<file path="src/rtl/tmcg_pkg.sv">
// ----------------------------------------------------------------------------
// tmcg_pkg
// Types and constants shared by the text-mode character generator.
// ----------------------------------------------------------------------------
package tmcg_pkg;

   localparam int CHAR_DEPTH  = 512;
   localparam int FONT_DEPTH  = 4096;
   localparam int CHAR_ADDR_W = 9;
   localparam int FONT_ADDR_W = 12;
   localparam int CELL_CALC_W = 16;
   localparam int CSR_ADDR_W  = 3;
   localparam int CSR_DATA_W  = 32;

   typedef enum logic [1:0] {
      ACT_CHAR_WRITE = 2'd0,
      ACT_FONT_WRITE = 2'd1,
      ACT_PIXEL_TICK = 2'd2,
      ACT_NONE       = 2'd3
   } action_type;

   localparam logic [0:0] REG_DISPLAY_MODE = 1'b0;

   typedef struct packed {
      logic [1:0]  action;
      logic [11:0] address;
      logic [7:0]  data;
   } req_word_type;

   typedef struct packed {
      logic       pixel_white;
      logic [7:0] pixel_x;
      logic [6:0] pixel_y;
      logic       frame_end;
   } rsp_word_type;

endpackage

</file>
<file path="src/rtl/tmcg_raster.sv">
// ----------------------------------------------------------------------------
// tmcg_raster
// Raster position counter with end-of-frame flag and character cell index.
// ----------------------------------------------------------------------------
module tmcg_raster #(
   parameter int TEXT_COLUMNS = 32,
   parameter int TEXT_ROWS    = 16,
   localparam int FRAME_W     = TEXT_COLUMNS * 8,
   localparam int FRAME_H     = TEXT_ROWS * 8,
   localparam int X_W         = $clog2(FRAME_W),
   localparam int Y_W         = $clog2(FRAME_H)
) (
   input  logic                             clock,
   input  logic                             reset,
   input  logic                             advance,
   output logic [X_W-1:0]                   x,
   output logic [Y_W-1:0]                   y,
   output logic [tmcg_pkg::CHAR_ADDR_W-1:0] cell_index,
   output logic                             last
);

   logic [X_W-1:0]                   x_ff, x_in;
   logic [Y_W-1:0]                   y_ff, y_in;
   logic                             x_end, y_end;
   logic [tmcg_pkg::CELL_CALC_W-1:0] cell_full;

   always_ff @(posedge clock) begin
      if (reset) begin
         x_ff <= '0;
         y_ff <= '0;
      end else begin
         x_ff <= x_in;
         y_ff <= y_in;
      end
   end

   always_comb begin
      x_end = (x_ff == X_W'(FRAME_W - 1));
      y_end = (y_ff == Y_W'(FRAME_H - 1));
      x_in  = x_ff;
      y_in  = y_ff;
      if (advance) begin
         if (x_end) begin
            x_in = '0;
            y_in = y_end ? '0 : y_ff + Y_W'(1);
         end else begin
            x_in = x_ff + X_W'(1);
         end
      end
   end

   always_comb begin
      cell_full = tmcg_pkg::CELL_CALC_W'(y_ff >> 3) * tmcg_pkg::CELL_CALC_W'(TEXT_COLUMNS)
                + tmcg_pkg::CELL_CALC_W'(x_ff >> 3);
   end

   assign x          = x_ff;
   assign y          = y_ff;
   assign cell_index = cell_full[tmcg_pkg::CHAR_ADDR_W-1:0];
   assign last       = x_end && y_end;

endmodule

</file>
<file path="config.mk">
export PLATFORM = sky130hd
export DESIGN_NAME = tmcg_raster
export DESIGN_NICKNAME = d
export VERILOG_FILES = /design/src/rtl/tmcg_pkg.sv /design/src/rtl/tmcg_raster.sv
export SDC_FILE = /design/constraint.sdc
export NUM_CORES = 1
export LEC_CHECK = 0
export ABC_AREA = 1
export BUFFER_PORTS_ARGS = -buffer_cell sky130_fd_sc_hd__buf_2
export CAP_MARGIN = 40
export CORE_UTILIZATION = 35
export CTS_CLUSTER_DIAMETER = 120
export DETAILED_ROUTE_END_ITERATION = 12
export GPL_TIMING_DRIVEN = 0
export HOLD_SLACK_MARGIN = 0.15
export PLACE_DENSITY_LB_ADDON = 0.1
export SLEW_MARGIN = 40
export SYNTH_ARGS = -nofsm -noshare
export SYNTH_HDL_FRONTEND = slang
export SYNTH_SLANG_ARGS = --single-unit
</file>
<file path="constraint.sdc">
create_clock -name clock -period 1.85 [get_ports clock]
set_clock_uncertainty 0.2 [all_clocks]
set_input_delay 0.37 -clock clock [delete_from_list [all_inputs] [get_ports clock]]
set_output_delay 0.37 -clock clock [all_outputs]
set_load 0.02 [all_outputs]
</file>
After elaboration in Yosys (flattened, before gate mapping)

Cells that the tools add are included.
W data, S select, Z words.

Word-level logic and storage cells: 11
Bits in registers: 15

Reduce and logical (&&, ||, !) cells: 2
Equality and inequality tests: 2
Add/sub/neg operators: 3
Multiplexer cells: 2

Operator list:

| kind                  | number |
|---|---|
| $add A9 B5 Y9         | 1 |
| $add A8 B1 Y8 const B | 1 |
| $eq A8 B8 Y1 const B  | 1 |
| $mux W8               | 1 |
| $add A7 B1 Y7 const B | 1 |
| $eq A7 B7 Y1 const B  | 1 |
| $mux W7               | 1 |
| $reduce_and A2 Y1     | 1 |
| $logic_and A1 B1 Y1   | 1 |

Logic depth before layout (Yosys ltp)

Gate-level depths: netlist of the first run.

Depth after elaboration: 2
Depth in mapped cells: 8
Mapped depth without buffers: 8

Worst setup path before layout of the first run

No wires, ideal clock.

Kind: register to output
Start: reg x_ff[4], in the netlist x[4]
End: out last
Data required time: 1280 ps
Buffers on the path: 1
Cell stages (with the launch flop): 6
Data arrival time: 1460 ps
Slack: -180 ps
Path through: dfxtp_1 > buf_2 > nand2_2 > nor2_8 > nand2_1 > nor3_1

Longest elaborated chain between the ends: 2

Ends and longest elaborated chain:

| item                     | RTL line          | source |
|---|---|---|
| start: declaration       | tmcg_raster.sv:22 | `logic [X_W-1:0] x_ff, x_in;` |
| start signal: assignment | tmcg_raster.sv:32 | `x_ff <= x_in;` |
| $eq A8 B8 Y1             | tmcg_raster.sv:38 | `x_end = (x_ff == X_W'(FRAME_W - 1));` |
| $logic_and A1 B1 Y1      | tmcg_raster.sv:60 | `assign last = x_end && y_end;` |
| end: declaration         | tmcg_raster.sv:19 | `output logic last` |

No other way between the ends.

Worst setup path in the final report of the first run

Start: reg x_ff[1], in the netlist x[1]
End: out last

The elaborated chain is that of the path after synthesis.

==> results of run 1 <==
==> cells in the final DEF (no fill, tap or decap) <==
cell type,n
nand4_1,2
clkbuf_1,1
buf_4,15
nor2_8,1
clkbuf_4,3
nand2_4,3
inv_1,13
a21oi_1,6
nand2_1,22
ha_2,1
ha_4,1
nor2_2,2
inv_2,1
nand3_2,3
dfxtp_4,2
nand3_1,12
nor3_4,1
buf_6,3
o21ai_0,4
buf_2,26
nor2_4,2
dfxtp_1,8
nor2_1,25
nand2_2,3
o21a_1,1
nor3_1,2
dlygate4sd3_1,1
dfxtp_2,5
==> cell type report <==
type	instances	area, um^2
Multi-Input combinational cell	91	510
Fill cell	233	1090
Sequential cell	15	314
Buffer	11	90.1
Clock buffer	4	26.3
Timing Repair Buffer	34	196
Tap cell	28	35.0
Inverter	14	52.6
==> power by group <==
| group | switching [mW] | leakage, nW | internal (mW) |
|---|---|---|---|
| Combinational | 0.0269 | 0.523 | 0.0193 |
| Clock | 0.107 | 0.0150 | 0.0836 |
| Sequential | 0.00443 | 0.125 | 0.325 |
| Total | 0.138 | 0.663 | 0.428 |
==> cells by family (layout without fill, tap and decap cells) <==
| logic type | Yosys count | in the layout | synth area share |
|---|---|---|---|
| AND/OR/NAND/NOR | 78 | 78 | 0.419 |
| buffers and inverters | 25 | 63 | 0.153 |
| flip-flops | 15 | 15 | 0.336 |
| AO/OA/AOI/OAI | 11 | 11 | 0.0644 |
| adder cells (fa/ha/maj) | 2 | 2 | 0.0280 |
==> worst max-delay path, delay by kind of cell, from the launching register on <==
kind / cells / cell delay, ps
flip-flops: 1 / 360
AND/OR/NAND/NOR: 4 / 350
buffers and inverters: 1 / 140
adder cells (fa/ha/maj): 1 / 150
==> worst paths after layout <==
path,start,endpoint,slack [ps],cells after the start
worst max-delay path,x[1]$_SDFFE_PP0P_,last,-9,6
worst min-delay path,advance,x[0]$_SDFFE_PP0P_,200,4
worst max register to register,x[1]$_SDFFE_PP0P_,y[4]$_SDFFE_PP0P_,360,7
worst min register to register,y[1]$_SDFFE_PP0P_,y[1]$_SDFFE_PP0P_,310,2
==> repair_timing <==
| action | in CTS | in global routing |
|---|---|---|
| endpoints found under the setup margin | 1 | 1 |
| resized for setup | 19 | 4 |
| pin swaps | 2 | 1 |
| endpoints found under the hold margin | 3 | 0 |
| cloned | 0 | 0 |
| buffers inserted | 4 | 2 |
| hold buffers | 1 | 0 |
==> flip-flops by register name (all words and copies together) (netlist names) <==
name and flops:
x 8, y 7
==> stage by stage <==
stage               cells  total power, mW
floorplan             131            0.360
global placement      186            0.373
detailed placement    186            0.374
CTS                   195            0.578
global route          197            0.591
finish                197            0.566
==> synth_stat cells <==
library cell | count | area (um^2)
nand2_1 | 24 | 90.1
a21oi_1 | 6 | 30.0
buf_6 | 1 | 11.3
nor3_1 | 3 | 15.0
inv_1 | 13 | 48.8
dfxtp_1 | 15 | 300
nor2_1 | 26 | 97.6
buf_2 | 1 | 5.00
nand2_4 | 1 | 11.3
nor2_4 | 1 | 11.3
o21ai_0 | 4 | 20.0
nor2_2 | 2 | 12.5
nand2_2 | 3 | 18.8
buf_4 | 9 | 67.6
ha_1 | 2 | 25.0
o21a_1 | 1 | 7.51
nor2_8 | 1 | 20.0
nand4_1 | 2 | 12.5
nand3_1 | 13 | 65.1
nand3_2 | 2 | 20.0
inv_2 | 1 | 3.75
==> per-layer routing <==
layer,track usage,up-vias,share of wire
met3,0.0406,4,0.049
met2,0.253,29,0.46
li1,-,484,-
met5,0,-,0
met4,0.0658,0,0.014
met1,0.214,424,0.48
==> results.toml, run 1 <==
[drt]
drc_errors = 0
route.vias.total = 941
wl_per_cell_um = 10.1
via_per_inst = 4.78
drt-initial-drc-count = 21
antenna_left = 0
totalWireLength_mm = 2.00
dr.pass1.iters = 4

[run]
maxCapViolCount = 0

[placement]
dp_hpwl_mm = 1.46
pre_cts_ws_ps = 27.8
place.gp.congestion = 0.804
io_buffers = 27
dpl_cell_area_mm2 = 0.00107

[timing]
fmax_mhz = 538
rsz0062_at_grt = "yes"
setup_violations = 1
finalCriticalPeriod_ps = 1860
tightest_slew_ps = 326
setup_tns_ps = -8.55
finalHoldViolations = 0
period_share = 1.00
drv_slew = 0
final.setup.worst_slack_ps = -8.55
holdWs_ps = 197
maxSlewHeadroom = 0.782

[clock_tree]
cts_inserted_buffers = 3
cts_tree = "done"
clockBufferDepth = 2
cts.clk_slew.worst_paths_ps = 90
h-tree-depth = 1
clock-root-buffer = "clkbuf_4"
clock_latency_ps = 280
cts_sinks = 15

[logic_synthesis]
yosysUniqueCellTypes = 21
synth_nets = 136
yosysSeqAreaShare = 0.336
synthCells = 131
synth.avg_cell_area_um2 = 6.82
synth_area_um2 = 893
yosysWarnings = 0
synth_seq_cells = 15

[floorplanning]
die_w_um = 52.5
die_h_um = 52.5
start_util = 0.385
io_pins = 28
die-area_mm2 = 0.00276
rows = 17
core_mm2 = 0.00232

[finish]
layout.nets = 175
layout-drive-gt1-share = 0.426
fin_area_mm2 = 0.00122
final_core_util = 0.528
area_growth_pct = 37.1
antenna_cells = 0

[power_and_ir_drop]
p_per_area_mw_per_mm2 = 462
irDropWorstVdd_uv = 367
p_leak_nw = 0.663

[global_route]
track_usage = 0.163
grt_max_degree = 11
overflow = 0
grt_pass1_vias = 731
antenna_found_initial = 0
grt_pass1_wl_mm = 3.27

[outcome]
status = "finished, violations left"
violations = "setup timing"

[critical_path]
worstSetupPathType = "register to output pin"
cp_max_fo = 3
cpMaxStageDelayCell = "dfxtp_2"
endpoint_kind = "output pin"
required_ps = 1280
startpoint_type = "register"
critPathMaxStageDelay_ps = 360
timing.critical_path.cells = "ha_4 > nand2_4 > nor2_4 > nand2_2 > nor3_4 > buf_6"
worst_ep_arrival_time_ps = 1290

[min_path]
hold_path_class = "input pin to register"
Power figures use the tool's default switching activity.
==> run 2: changes to the inputs <==
--- a/config.mk
+++ b/config.mk
@@ -6,9 +6,9 @@
 export NUM_CORES = 1
 export LEC_CHECK = 0
 export ABC_AREA = 1
-export BUFFER_PORTS_ARGS = -buffer_cell sky130_fd_sc_hd__buf_2
+export BUFFER_PORTS_ARGS = -buffer_cell sky130_fd_sc_hd__clkbuf_2
 export CAP_MARGIN = 40
-export CORE_UTILIZATION = 35
+export CORE_UTILIZATION = 49
 export CTS_CLUSTER_DIAMETER = 120
 export DETAILED_ROUTE_END_ITERATION = 12
 export GPL_TIMING_DRIVEN = 0
==> results.toml, run 2 (same netlist as run 1, synthesis figures left out) <==
[critical_path]
r2r_cells = 9
startpoint_type = "register"
endpoint_kind = "output pin"
required_ps = 1280
r2r_end = "y[4]$_SDFFE_PP0P_"
cp_max_fo = 2
worstSetupPathType = "register to output pin"
r2r-start = "x[0]$_SDFFE_PP0P_"
r2r_setup_slack_ps = 130
worst_ep_arrival_time_ps = 1290

[drt]
totalWireLength_mm = 2.09
via_per_inst = 4.92
route.vias.total = 980
drt-initial-drc-count = 12
wl_per_cell_um = 10.5
antenna_left = 0
dr.pass1.iters = 4
drc_errors = 0

[placement]
dp_hpwl_mm = 1.36
pre_cts_ws_ps = 10.3
dpl_cell_area_mm2 = 0.00107
place.gp.congestion = 0.818
io_buffers = 27

[clock_tree]
cts_inserted_buffers = 3
cts_sinks = 15
clockBufferDepth = 2
cts_tree = "done"
h-tree-depth = 1
clock_latency_ps = 280
clock-root-buffer = "clkbuf_4"
cts.clk_slew.worst_paths_ps = 90

[global_route]
overflow = 0
grt_pass1_wl_mm = 3.19
track_usage = 0.215
antenna_found_initial = 0
grt_pass1_vias = 782
grt_max_degree = 11

[timing]
setup_violations = 1
finalCriticalPeriod_ps = 1860
maxSlewHeadroom = 0.786
fmax_mhz = 539
rsz0062_at_grt = "yes"
tightest_slew_ps = 319
finalHoldViolations = 0
period_share = 1.00
drv_slew = 0
final.setup.worst_slack_ps = -6.47

[finish]
final_common_cell = "clkbuf_2"
fin_area_mm2 = 0.00128
antenna_cells = 0
largest_reg_flops = 8
final_core_util = 0.741
layout.nets = 180
layout_common_cells = "clkbuf_2 (26), nor2_1 (25), nand2_1 (22)"
area_growth_pct = 43.3
layout-drive-gt1-share = 0.448

[floorplanning]
die-area_mm2 = 0.00200
io_pins = 28
die_w_um = 44.7
core_mm2 = 0.00173
die_h_um = 44.7
start_util = 0.517
rows = 15

[min_path]
min_delay_path_depth = 4
min_to = "x[0]$_SDFFE_PP0P_"
min-delay-start = "advance"
hold_path_class = "input pin to register"

[power_and_ir_drop]
p_leak_nw = 0.682
finalPower_mw = 0.566
irDropWorstVdd_uv = 330
p_per_area_mw_per_mm2 = 442

[run]
maxCapViolCount = 0

[outcome]
status = "finished, violations left"
violations = "setup timing"
run 2: metal layers:
layer  part of all wire  track usage  vias to the layer above  routed length [um]
li1                   -            -                      499                   -
met1               0.42        0.254                      440                 885
met2               0.52        0.400                       33                1090
met3              0.042       0.0240                        8                  87
met4              0.016       0.0727                        0                  33
met5                  0            0                        -                   0
run 2: final cells by class:
class	count	area [um^2]
Tap cell	25	31.3
Sequential cell	15	318
Inverter	14	52.6
Buffer	11	90.1
Fill cell	159	447
Clock buffer	4	26.3
Multi-Input combinational cell	91	526
Timing Repair Buffer	39	236
run 2: power by group:
| part | internal (mW) | switching [mW] | leakage (nW) |
|---|---|---|---|
| logic | 0.0213 | 0.0285 | 0.541 |
| registers | 0.324 | 0.00450 | 0.126 |
| clock network | 0.0836 | 0.104 | 0.0150 |
| total | 0.429 | 0.137 | 0.682 |
run 2: metrics by stage:
step,hold WS (ps),cells,setup TNS [ps]
floorplan,239,131,0
global placement,302,183,0
detailed placement,302,183,0
CTS,198,194,-94.2
global route,249,199,-70.0
finish,218,199,-6.47
run 2: timing repair:
item,in CTS,in global routing
setup endpoints to repair,1,1
gates resized for setup,17,10
buffers inserted,6,5
hold buffers,1,0
endpoints found under the hold margin,1,0
pin swaps,5,3
run 2: critical path, cell delays in order (launching register included):
cell and delay, ps:
dfxtp_4 370, ha_4 150, nand2_4 60, nor2_4 100, nand2_4 60, nor3_4 100
clkbuf_8 160
run 2: worst max-delay path by stage:
stage / slack [ps] / startpoint / to / cells past startpoint
floorplan: 30 / x[4]$_SDFFE_PP0P_ / last / 5
global placement: 30 / x[4]$_SDFFE_PP0P_ / last / 6
detailed placement: 10 / x[4]$_SDFFE_PP0P_ / last / 6
CTS: -90 / x[1]$_SDFFE_PP0P_ / last / 6
global route: -70 / x[0]$_SDFFE_PP0P_ / last / 6
finish: -6 / x[0]$_SDFFE_PP0P_ / last / 6
